`config.mk`:
```
export PLATFORM = sky130hd
export DESIGN_NAME = delimiter_stream_splitter_unit
export DESIGN_NICKNAME = d
export VERILOG_FILES = /design/src/rtl/core/dss_pkg.sv /design/src/rtl/core/dss_queue.sv /design/src/rtl/core/dss_engine.sv /design/src/rtl/core/delimiter_stream_splitter_unit.sv
export SDC_FILE = /design/constraint.sdc
export NUM_CORES = 1
export LEC_CHECK = 0
export ABC_AREA = 1
export BUFFER_PORTS_ARGS = -buffer_cell sky130_fd_sc_hd__buf_2
export CORE_MARGIN = 2
export CORE_UTILIZATION = 45
export CTS_BUF_LIST = sky130_fd_sc_hd__clkbuf_16
export DETAILED_ROUTE_END_ITERATION = 6
export HOLD_SLACK_MARGIN = 0.1
export SETUP_SLACK_MARGIN = 0.5
export SYNTH_ARGS = -nofsm -noshare
export SYNTH_HDL_FRONTEND = slang
export SYNTH_HIERARCHICAL = 1
export SYNTH_SLANG_ARGS = --single-unit
```
`constraint.sdc`:
```
create_clock -name clk_i -period 5.2 [get_ports clk_i]
set_clock_uncertainty 0.1 [all_clocks]
set_input_delay 1.04 -clock clk_i [delete_from_list [all_inputs] [get_ports clk_i]]
set_output_delay 1.04 -clock clk_i [all_outputs]
set_load 0.03 [all_outputs]
```
`src/rtl/core/dss_pkg.sv`:
```
// ----------------------------------------------------------------------------
// Delimiter stream splitter package
// Shared widths, codes and word types: the input word that passes from the
// front queue to the splitting engine, and the engine's result word.
// ----------------------------------------------------------------------------
`default_nettype none

package dss_pkg;

  localparam int DATA_W      = 8;
  localparam int DELIM_W     = 64;
  localparam int LEN_W       = 4;
  localparam int CFG_IDX_W   = 1;
  localparam int USER_W      = 2;
  localparam int QUEUE_DEPTH = 2;

  // Register indexes of the configuration port.
  localparam logic [CFG_IDX_W-1:0] REG_DELIM_BYTES  = 1'b0;
  localparam logic [CFG_IDX_W-1:0] REG_DELIM_LENGTH = 1'b1;

  // Reset values of the configuration registers (a single comma).
  localparam logic [DELIM_W-1:0] DELIM_BYTES_RST  = 64'd44;
  localparam logic [LEN_W-1:0]   DELIM_LENGTH_RST = 4'd1;

  // Result kinds.
  localparam logic KIND_BYTE = 1'b0;
  localparam logic KIND_MARK = 1'b1;

  // One input word as it waits in the front queue.
  typedef struct packed {
    logic              last;
    logic [DATA_W-1:0] data;
  } item_t;

  // One result word.
  typedef struct packed {
    logic              kind;
    logic [DATA_W-1:0] value;
    logic              last_in_run;
    logic              string_end;
  } res_t;

endpackage

`default_nettype wire

```
`src/rtl/core/dss_queue.sv`:
```
// ----------------------------------------------------------------------------
// Delimiter stream splitter front queue
// Accepts input words and holds them in a short register queue so the input
// side keeps flowing while the engine is busy or the output is stalled.
// ----------------------------------------------------------------------------
`default_nettype none

module dss_queue (
  input  wire logic            clk_i,
  input  wire logic            rst_ni,
  input  wire logic            in_valid_i,
  output logic                 in_ready_o,
  input  wire dss_pkg::item_t  in_item_i,
  output logic                 out_valid_o,
  output dss_pkg::item_t       out_item_o,
  input  wire logic            out_pop_i
);

  localparam int PTR_W = $clog2(dss_pkg::QUEUE_DEPTH);
  localparam int CNT_W = $clog2(dss_pkg::QUEUE_DEPTH + 1);

  dss_pkg::item_t   mem_q [dss_pkg::QUEUE_DEPTH];
  logic [PTR_W-1:0] wr_ptr_q, wr_ptr_d;
  logic [PTR_W-1:0] rd_ptr_q, rd_ptr_d;
  logic [CNT_W-1:0] cnt_q, cnt_d;
  logic             push, pop;

  assign in_ready_o  = (cnt_q != CNT_W'(dss_pkg::QUEUE_DEPTH));
  assign out_valid_o = (cnt_q != '0);
  assign out_item_o  = mem_q[rd_ptr_q];
  assign push        = in_valid_i && in_ready_o;
  assign pop         = out_pop_i && out_valid_o;

  always_comb begin
    wr_ptr_d = wr_ptr_q;
    rd_ptr_d = rd_ptr_q;
    cnt_d    = cnt_q;
    if (push) begin
      wr_ptr_d = (wr_ptr_q == PTR_W'(dss_pkg::QUEUE_DEPTH - 1)) ? '0 : wr_ptr_q + 1'b1;
    end
    if (pop) begin
      rd_ptr_d = (rd_ptr_q == PTR_W'(dss_pkg::QUEUE_DEPTH - 1)) ? '0 : rd_ptr_q + 1'b1;
    end
    if (push && !pop) begin
      cnt_d = cnt_q + 1'b1;
    end else if (pop && !push) begin
      cnt_d = cnt_q - 1'b1;
    end
  end

  always_ff @(posedge clk_i or negedge rst_ni) begin
    if (!rst_ni) begin
      wr_ptr_q <= '0;
      rd_ptr_q <= '0;
      cnt_q    <= '0;
    end else begin
      wr_ptr_q <= wr_ptr_d;
      rd_ptr_q <= rd_ptr_d;
      cnt_q    <= cnt_d;
    end
  end

  always_ff @(posedge clk_i) begin
    if (push) begin
      mem_q[wr_ptr_q] <= in_item_i;
    end
  end

endmodule

`default_nettype wire

```
`src/rtl/core/dss_engine.sv`:
```
// ----------------------------------------------------------------------------
// Delimiter stream splitter engine
// Holds the pending byte window, decides one result per cycle against the
// delimiter while the output register is free, and drives that register.
// ----------------------------------------------------------------------------
`default_nettype none

module dss_engine #(
  parameter int MAX_DELIM = 8
) (
  input  wire logic                               clk_i,
  input  wire logic                               rst_ni,
  input  wire logic                               q_valid_i,
  input  wire dss_pkg::item_t                     q_item_i,
  output logic                                    q_pop_o,
  input  wire logic [dss_pkg::DELIM_W-1:0]        delim_i,
  input  wire logic [$clog2(MAX_DELIM+1)-1:0]     dlen_i,
  output logic                                    res_valid_o,
  output dss_pkg::res_t                           res_o,
  input  wire logic                               res_ready_i
);

  localparam int CNT_W = $clog2(MAX_DELIM + 1);
  localparam int DW    = dss_pkg::DATA_W;

  logic [DW-1:0]    win_q [MAX_DELIM];
  logic [DW-1:0]    win_d [MAX_DELIM];
  logic [DW-1:0]    win_c [MAX_DELIM];
  logic [DW-1:0]    win_s [MAX_DELIM];
  logic [CNT_W-1:0] cnt_q, cnt_d, cnt_c, cnt_n, n_c, drop_c;
  logic             busy_q, busy_d;
  logic             last_q, last_d, last_c;
  logic             seg_open_q, seg_open_d;
  logic             res_valid_q, res_valid_d;
  dss_pkg::res_t    res_q, res_c;
  logic             active, loop_c, close_c, match_c, cont_c, tail_close, final_c;
  logic             emit, out_free, fire;

  always_comb begin
    // Working view: the held window, or the held window with the queue head
    // appended when a new byte is being taken this cycle.
    last_c = busy_q ? last_q : q_item_i.last;
    cnt_c  = cnt_q;
    if (!busy_q && cnt_q < CNT_W'(MAX_DELIM)) begin
      cnt_c = cnt_q + 1'b1;
    end
    for (int i = 0; i < MAX_DELIM; i++) begin
      win_c[i] = win_q[i];
      if (!busy_q && CNT_W'(i) == cnt_q) begin
        win_c[i] = q_item_i.data;
      end
    end

    active  = busy_q || q_valid_i;
    loop_c  = (cnt_c != '0) && ((cnt_c >= dlen_i) || last_c);
    close_c = !loop_c && last_c && seg_open_q;
    n_c     = (cnt_c < dlen_i) ? cnt_c : dlen_i;

    match_c = 1'b1;
    for (int i = 0; i < MAX_DELIM; i++) begin
      if (CNT_W'(i) < n_c && win_c[i] != delim_i[DW*i +: DW]) begin
        match_c = 1'b0;
      end
    end

    drop_c = '0;
    if (loop_c) begin
      drop_c = match_c ? n_c : CNT_W'(1);
    end
    cnt_n = cnt_c - drop_c;

    for (int i = 0; i < MAX_DELIM; i++) begin
      win_s[i] = win_c[i];
      if (i + int'(drop_c) < MAX_DELIM) begin
        win_s[i] = win_c[i + int'(drop_c)];
      end
    end

    // Look one decision ahead so the run and string flags land on the
    // final result of this byte.
    cont_c     = (cnt_n != '0) && ((cnt_n >= dlen_i) || last_c);
    tail_close = !cont_c && last_c && !match_c;
    final_c    = loop_c ? (!cont_c && !tail_close) : 1'b1;

    if (loop_c) begin
      res_c.kind  = match_c ? dss_pkg::KIND_MARK : dss_pkg::KIND_BYTE;
      res_c.value = match_c ? '0 : win_c[0];
    end else begin
      res_c.kind  = dss_pkg::KIND_MARK;
      res_c.value = '0;
    end
    res_c.last_in_run = final_c;
    res_c.string_end  = final_c && last_c;

    emit     = active && (loop_c || close_c);
    out_free = !res_valid_q || res_ready_i;
    fire     = emit && out_free;
    q_pop_o  = !busy_q && q_valid_i;

    busy_d     = busy_q;
    cnt_d      = cnt_q;
    last_d     = last_q;
    seg_open_d = seg_open_q;
    win_d      = win_q;
    if (active) begin
      cnt_d  = cnt_c;
      last_d = last_c;
      win_d  = win_c;
      busy_d = emit;
      if (fire) begin
        if (loop_c) begin
          cnt_d      = cnt_n;
          win_d      = win_s;
          seg_open_d = !match_c;
          busy_d     = !final_c;
        end else begin
          seg_open_d = 1'b0;
          busy_d     = 1'b0;
        end
      end
    end

    res_valid_d = res_valid_q;
    if (fire) begin
      res_valid_d = 1'b1;
    end else if (res_ready_i) begin
      res_valid_d = 1'b0;
    end
  end

  always_ff @(posedge clk_i or negedge rst_ni) begin
    if (!rst_ni) begin
      busy_q      <= 1'b0;
      cnt_q       <= '0;
      last_q      <= 1'b0;
      seg_open_q  <= 1'b0;
      res_valid_q <= 1'b0;
    end else begin
      busy_q      <= busy_d;
      cnt_q       <= cnt_d;
      last_q      <= last_d;
      seg_open_q  <= seg_open_d;
      res_valid_q <= res_valid_d;
    end
  end

  always_ff @(posedge clk_i) begin
    win_q <= win_d;
    if (fire) begin
      res_q <= res_c;
    end
  end

  assign res_valid_o = res_valid_q;
  assign res_o       = res_q;

  // The window never holds more than its depth.
  a_cnt_bound: assert property (@(posedge clk_i) disable iff (!rst_ni)
    cnt_q <= CNT_W'(MAX_DELIM))
    else $error("pending count exceeds window depth");

  // After the final result of a string the engine is empty and closed.
  a_string_done: assert property (@(posedge clk_i) disable iff (!rst_ni)
    (fire && res_c.string_end) |=> (cnt_q == '0 && !seg_open_q && !busy_q))
    else $error("state not cleared after end of string");

  // A string end is always also the end of the run.
  a_end_in_run: assert property (@(posedge clk_i) disable iff (!rst_ni)
    (res_valid_q && res_q.string_end) |-> res_q.last_in_run)
    else $error("string end without run end");

  // Markers carry a zero value.
  a_mark_zero: assert property (@(posedge clk_i) disable iff (!rst_ni)
    (res_valid_q && res_q.kind == dss_pkg::KIND_MARK) |-> (res_q.value == '0))
    else $error("marker with nonzero value");

  // A new byte is only taken when no earlier byte is still being resolved.
  a_pop_idle: assert property (@(posedge clk_i) disable iff (!rst_ni)
    q_pop_o |-> !busy_q)
    else $error("queue popped while engine busy");

endmodule

`default_nettype wire

```
`src/rtl/core/delimiter_stream_splitter_unit.sv`:
```
// ----------------------------------------------------------------------------
// Delimiter stream splitter
// Splits a byte string on a configurable delimiter of 1 to MAX_DELIM bytes,
// emitting segment bytes and end-of-segment markers.
// ----------------------------------------------------------------------------
//
//   Channel  Direction  Contents (lowest bit first)
//   s_*      in         tdata: data_byte[7:0]; tlast: is_last
//   m_*      out        tdata: value[7:0]; tuser: kind, string_end;
//                       tlast: last_in_run
//   cfg_*    in         index 0: delimiter bytes (64 bits), 1: delimiter length
//
// Throughput: a word that causes zero or one result words keeps a rate of one
// word per clock while the output register is free; a word that causes more
// holds the queue until all its results are out. The single output register
// takes one result word per cycle from the window compare while it is free.
// Reset clears the queue, the window count, the open-segment flag and the
// output valid; the configuration returns to a one-byte comma delimiter.
// Stalls: a two-word queue sits between the input and the engine, and the
// output register sits between the engine and the output, so either side can
// stall without blocking the other until the queue fills. The user must write
// configuration only while the block is idle; the block does not enforce it.
// ----------------------------------------------------------------------------
`default_nettype none

module delimiter_stream_splitter_unit #(
  parameter int MAX_DELIM = 8
) (
  input  wire logic                              clk_i,
  input  wire logic                              rst_ni,
  // Input stream.
  input  wire logic                              s_tvalid,
  output logic                                   s_tready,
  input  wire logic [dss_pkg::DATA_W-1:0]        s_tdata,   // data_byte[7:0]
  input  wire logic                              s_tlast,   // is_last
  // Output stream.
  output logic                                   m_tvalid,
  input  wire logic                              m_tready,
  output logic [dss_pkg::DATA_W-1:0]             m_tdata,   // value[7:0]
  output logic [dss_pkg::USER_W-1:0]             m_tuser,   // [0] kind, [1] string_end
  output logic                                   m_tlast,   // last_in_run
  // Configuration write port.
  input  wire logic                              cfg_we_i,
  input  wire logic [dss_pkg::CFG_IDX_W-1:0]     cfg_idx_i,
  input  wire logic [dss_pkg::DELIM_W-1:0]       cfg_data_i
);

  localparam int CNT_W = $clog2(MAX_DELIM + 1);
  localparam int LW    = dss_pkg::LEN_W;

  logic [dss_pkg::DELIM_W-1:0] delim_q;
  logic [LW-1:0]               len_q;
  logic [LW-1:0]               len_eff;
  logic [CNT_W-1:0]            dlen;
  dss_pkg::item_t              in_item, q_item;
  logic                        q_valid, q_pop;
  dss_pkg::res_t               res;

  // Configuration registers. Only the listed indexes are stored.
  always_ff @(posedge clk_i or negedge rst_ni) begin
    if (!rst_ni) begin
      delim_q <= dss_pkg::DELIM_BYTES_RST;
      len_q   <= dss_pkg::DELIM_LENGTH_RST;
    end else if (cfg_we_i) begin
      case (cfg_idx_i)
        dss_pkg::REG_DELIM_BYTES:  delim_q <= cfg_data_i;
        dss_pkg::REG_DELIM_LENGTH: len_q   <= cfg_data_i[LW-1:0];
        default: ;
      endcase
    end
  end

  // A zero length acts as one byte, and anything above the window depth is
  // clamped to the depth.
  always_comb begin
    len_eff = len_q;
    if (len_q == '0) begin
      len_eff = LW'(1);
    end else if (len_q > LW'(MAX_DELIM)) begin
      len_eff = LW'(MAX_DELIM);
    end
  end
  assign dlen = CNT_W'(len_eff);

  assign in_item.data = s_tdata;
  assign in_item.last = s_tlast;

  // Front: accepts words into the queue.
  dss_queue u_queue (
    .clk_i       (clk_i),
    .rst_ni      (rst_ni),
    .in_valid_i  (s_tvalid),
    .in_ready_o  (s_tready),
    .in_item_i   (in_item),
    .out_valid_o (q_valid),
    .out_item_o  (q_item),
    .out_pop_i   (q_pop)
  );

  // Back: resolves the window and drives the output register.
  dss_engine #(
    .MAX_DELIM (MAX_DELIM)
  ) u_engine (
    .clk_i       (clk_i),
    .rst_ni      (rst_ni),
    .q_valid_i   (q_valid),
    .q_item_i    (q_item),
    .q_pop_o     (q_pop),
    .delim_i     (delim_q),
    .dlen_i      (dlen),
    .res_valid_o (m_tvalid),
    .res_o       (res),
    .res_ready_i (m_tready)
  );

  assign m_tdata    = res.value;
  assign m_tuser[0] = res.kind;
  assign m_tuser[1] = res.string_end;
  assign m_tlast    = res.last_in_run;

endmodule

`default_nettype wire

```
==> flow_summary.json <==
{
  "status": "completed",
  "netlist_area_sq_um": 12900,
  "fp-row-count": 61,
  "fin_util": 0.548,
  "final.period_utilization": 0.907,
  "dieArea_sq_um": 30000,
  "hold_buffers": 0,
  "vias": 13789,
  "end_kind": "flop",
  "cts_tree": "done",
  "hold_path.class": "reg -> reg",
  "place_hpwl_um": 37700,
  "tightest_slew_ps": 1090,
  "synth_area_per_cell_sq_um": 6.63,
  "dr.pass1.iters": 6,
  "core_sq_um": 28000,
  "seqCellArea_sq_um": 4800,
  "grt_max_degree": 81,
  "path_clk_slew_ps": 70,
  "cpMostUsedCell": "nand2_1",
  "antenna_found_initial": 1,
  "clock_latency_ps": 470,
  "ys_types": 40,
  "clock_path_buffers": 2,
  "hold_start": "delim_q[35]",
  "setup_viol": 0,
  "yosysWarnings": 6,
  "drv_cap": 0,
  "grt_setup_unrepaired": "yes",
  "pre_cts_slack_ps": 94.1,
  "synthDominantAreaCellType": "edfxtp_1",
  "initial_core_util": 0.461,
  "drt_iter0_markers": 1452,
  "ctsHtreeMaxLevel": 4,
  "ys_ff_latch": 173,
  "final.fill_count": 2861,
  "hold_viol_final": 0,
  "synth_edf_count": 93,
  "synth_area_leaders": "edfxtp_1, nand2_1, nand3_1",
  "postRouteWirelength_um": 50200,
  "fmax_mhz": 212,
  "wl_per_cell_um": 20.3,
  "async_flop_share": 0.462,
  "drv_slew": 0,
  "clkSinkCount": 173,
  "die_x_um": 173,
  "relSlewSlack": 0.271,
  "syn_to_final_growth_pct": 18.8,
  "cp_max_fo": 8,
  "cts_inserted_buffers": 17,
  "ant_nets": 0,
  "ioPinCount": 92,
  "ys.flop_type": "edfxtp_1",
  "yosysSeqAreaShare": 0.372,
  "tns_ps": 0,
  "crit_slowest_cell": "fa_1",
  "syn_inst": 1945,
  "place_congestion": 1.02,
  "yosys.area.top_type_share": 0.216,
  "first_global_vias": 12434,
  "cts-root-buf": "clkbuf_16",
  "rr_startpoint": "u_engine/cnt_q[1]",
  "layout-drive-gt1-share": 0.179,
  "fin_crit_ps": 4720,
  "gr-total-overflow": 0,
  "crit_arrival_ps": 4970,
  "drc": 0,
  "critPathKind": "reg -> reg",
  "nets": 2187,
  "grt_usage": 0.334,
  "startpoint": "u_engine/cnt_q[1]",
  "viasPerCell": 5.57,
  "hold_ws_ps": 397,
  "max_stage_delay_ps": 520,
  "fp.dieH_um": 173,
  "critical_path_required_ps": 5450,
  "start_kind": "flop",
  "post-route-worst-setup-slack_ps": 482,
  "diodes": 0,
  "multiInputGateArea_sq_um": 7220,
  "grt_pass1_wl_um": 75500,
  "io_buffer_count": 91,
  "syn-num-nets": 2049
}
-- layout by cell type, fill, tap and decap left out, types with 4 or more instances in the layout --
| master | Yosys | layout |
|---|---|---|
| nor2_1 | 93 | 87 |
| buf_2 | 38 | 90 |
| nand3_1 | 503 | 499 |
| buf_6 | 9 | 18 |
| xnor2_1 | 4 | 4 |
| inv_6 | 0 | 6 |
| buf_4 | 6 | 86 |
| xor2_1 | 7 | 7 |
| dfstp_2 | 4 | 4 |
| ha_1 | 24 | 16 |
| clkbuf_16 | 0 | 17 |
| inv_1 | 191 | 175 |
| dfrtp_1 | 76 | 72 |
| nand2_2 | 8 | 36 |
| o21ai_0 | 36 | 34 |
| nand2_1 | 713 | 671 |
| dfrtp_2 | 0 | 4 |
| ha_4 | 0 | 6 |
| o21ai_2 | 4 | 5 |
| nor2_4 | 4 | 10 |
| nor2_2 | 7 | 7 |
| nand2_4 | 4 | 16 |
| nand3_2 | 2 | 5 |
| a21oi_1 | 10 | 9 |
| inv_2 | 20 | 25 |
| buf_12 | 0 | 7 |
| o21ai_1 | 16 | 17 |
| nand3b_1 | 24 | 24 |
| clkinv_4 | 0 | 4 |
| clkinvlp_4 | 0 | 6 |
| edfxtp_1 | 93 | 93 |
-- worst max-delay path, delay by kind of cell (launching register included) --
kind,cells,cell delay [ps]
AO/OA/AOI/OAI,3,470
buffers and inverters,8,900
AND/OR/NAND/NOR,20,1650
flip-flops,1,420
adder cells (fa/ha/maj),4,1060
-- state kept, by name (all words and copies together) (netlist names), 2 cells and up --
signal	cells
len_q	4
u_engine/res_o	11
u_engine/cnt_q	4
delim_q	64
u_queue/mem_q	18
u_queue/cnt_q	2
u_engine/win_q	64
-- final timing paths --
kind | to | slack, ps | depth (start not counted)
worst max register to register | u_engine/busy_q | 480 | 35
worst min-delay path | delim_q[35] | 400 | 2
worst max-delay path | u_engine/busy_q | 480 | 35
min in group asynchronous | u_engine/res_valid_o | 680 | 1
worst min register to register | delim_q[35] | 400 | 2
max in group asynchronous | u_queue/rd_ptr_q | 3580 | 1
-- area by class of cell --
cell class | count | share of cell area
Multi-Input combinational cell | 1477 | 0.471
Sequential cell | 173 | 0.313
Timing Repair Buffer | 202 | 0.0948
Inverter | 212 | 0.0543
Tap cell | 378 | 0.0308
Clock buffer | 17 | 0.0277
Clock inverter | 15 | 0.00816
-- metal layers --
| layer | wire (um) | GRT usage | up-vias |
|---|---|---|---|
| met3 | 4510 | 0.0632 | 96 |
| met5 | 8 | 0 | - |
| li1 | - | - | 6617 |
| met4 | 2040 | 0.143 | 2 |
| met2 | 21700 | 0.498 | 665 |
| met1 | 22000 | 0.474 | 6409 |
-- cells by family after synthesis --
| family | share of synthesized area |
|---|---|
| adders and majority gates | 0.0248 |
| and+or+nand+nor | 0.467 |
| buffers and inverters | 0.0965 |
| AOI/OAI and AO/OA | 0.0308 |
| xor gates and xnor gates | 0.00873 |
| DFF | 0.372 |
-- metrics by stage --
| stage | std cells | area (sq um) |
|---|---|---|
| 2_1_floorplan | 1945 | 12900 |
| 3_3_place_gp | 2393 | 13900 |
| 3_5_place_dp | 2393 | 13900 |
| 4_1_cts | 2442 | 14700 |
| 5_1_grt | 2474 | 15300 |
| 6_report | 2474 | 15300 |
-- cell usage after synthesis, types with 7 or more instances --
master,number
a21oi_1,10
buf_1,10
buf_2,38
buf_6,9
clkbuf_1,20
dfrtp_1,76
edfxtp_1,93
ha_1,24
inv_1,191
inv_2,20
nand2_1,713
nand2_2,8
nand3_1,503
nand3b_1,24
nor2_1,93
nor2_2,7
o21ai_0,36
o21ai_1,16
xor2_1,7
-- timing repair --
item | in CTS | in global routing
endpoints found under the hold margin | 0 | 0
pin swaps | 12 | 37
setup buffers | 17 | 32
setup endpoints to repair | 55 | 62
gates resized for setup | 36 | 103
gates cloned | 0 | 0
Power is not shown: default switching activity piles up to over one toggle a cycle in this logic, so the estimate is an artifact.
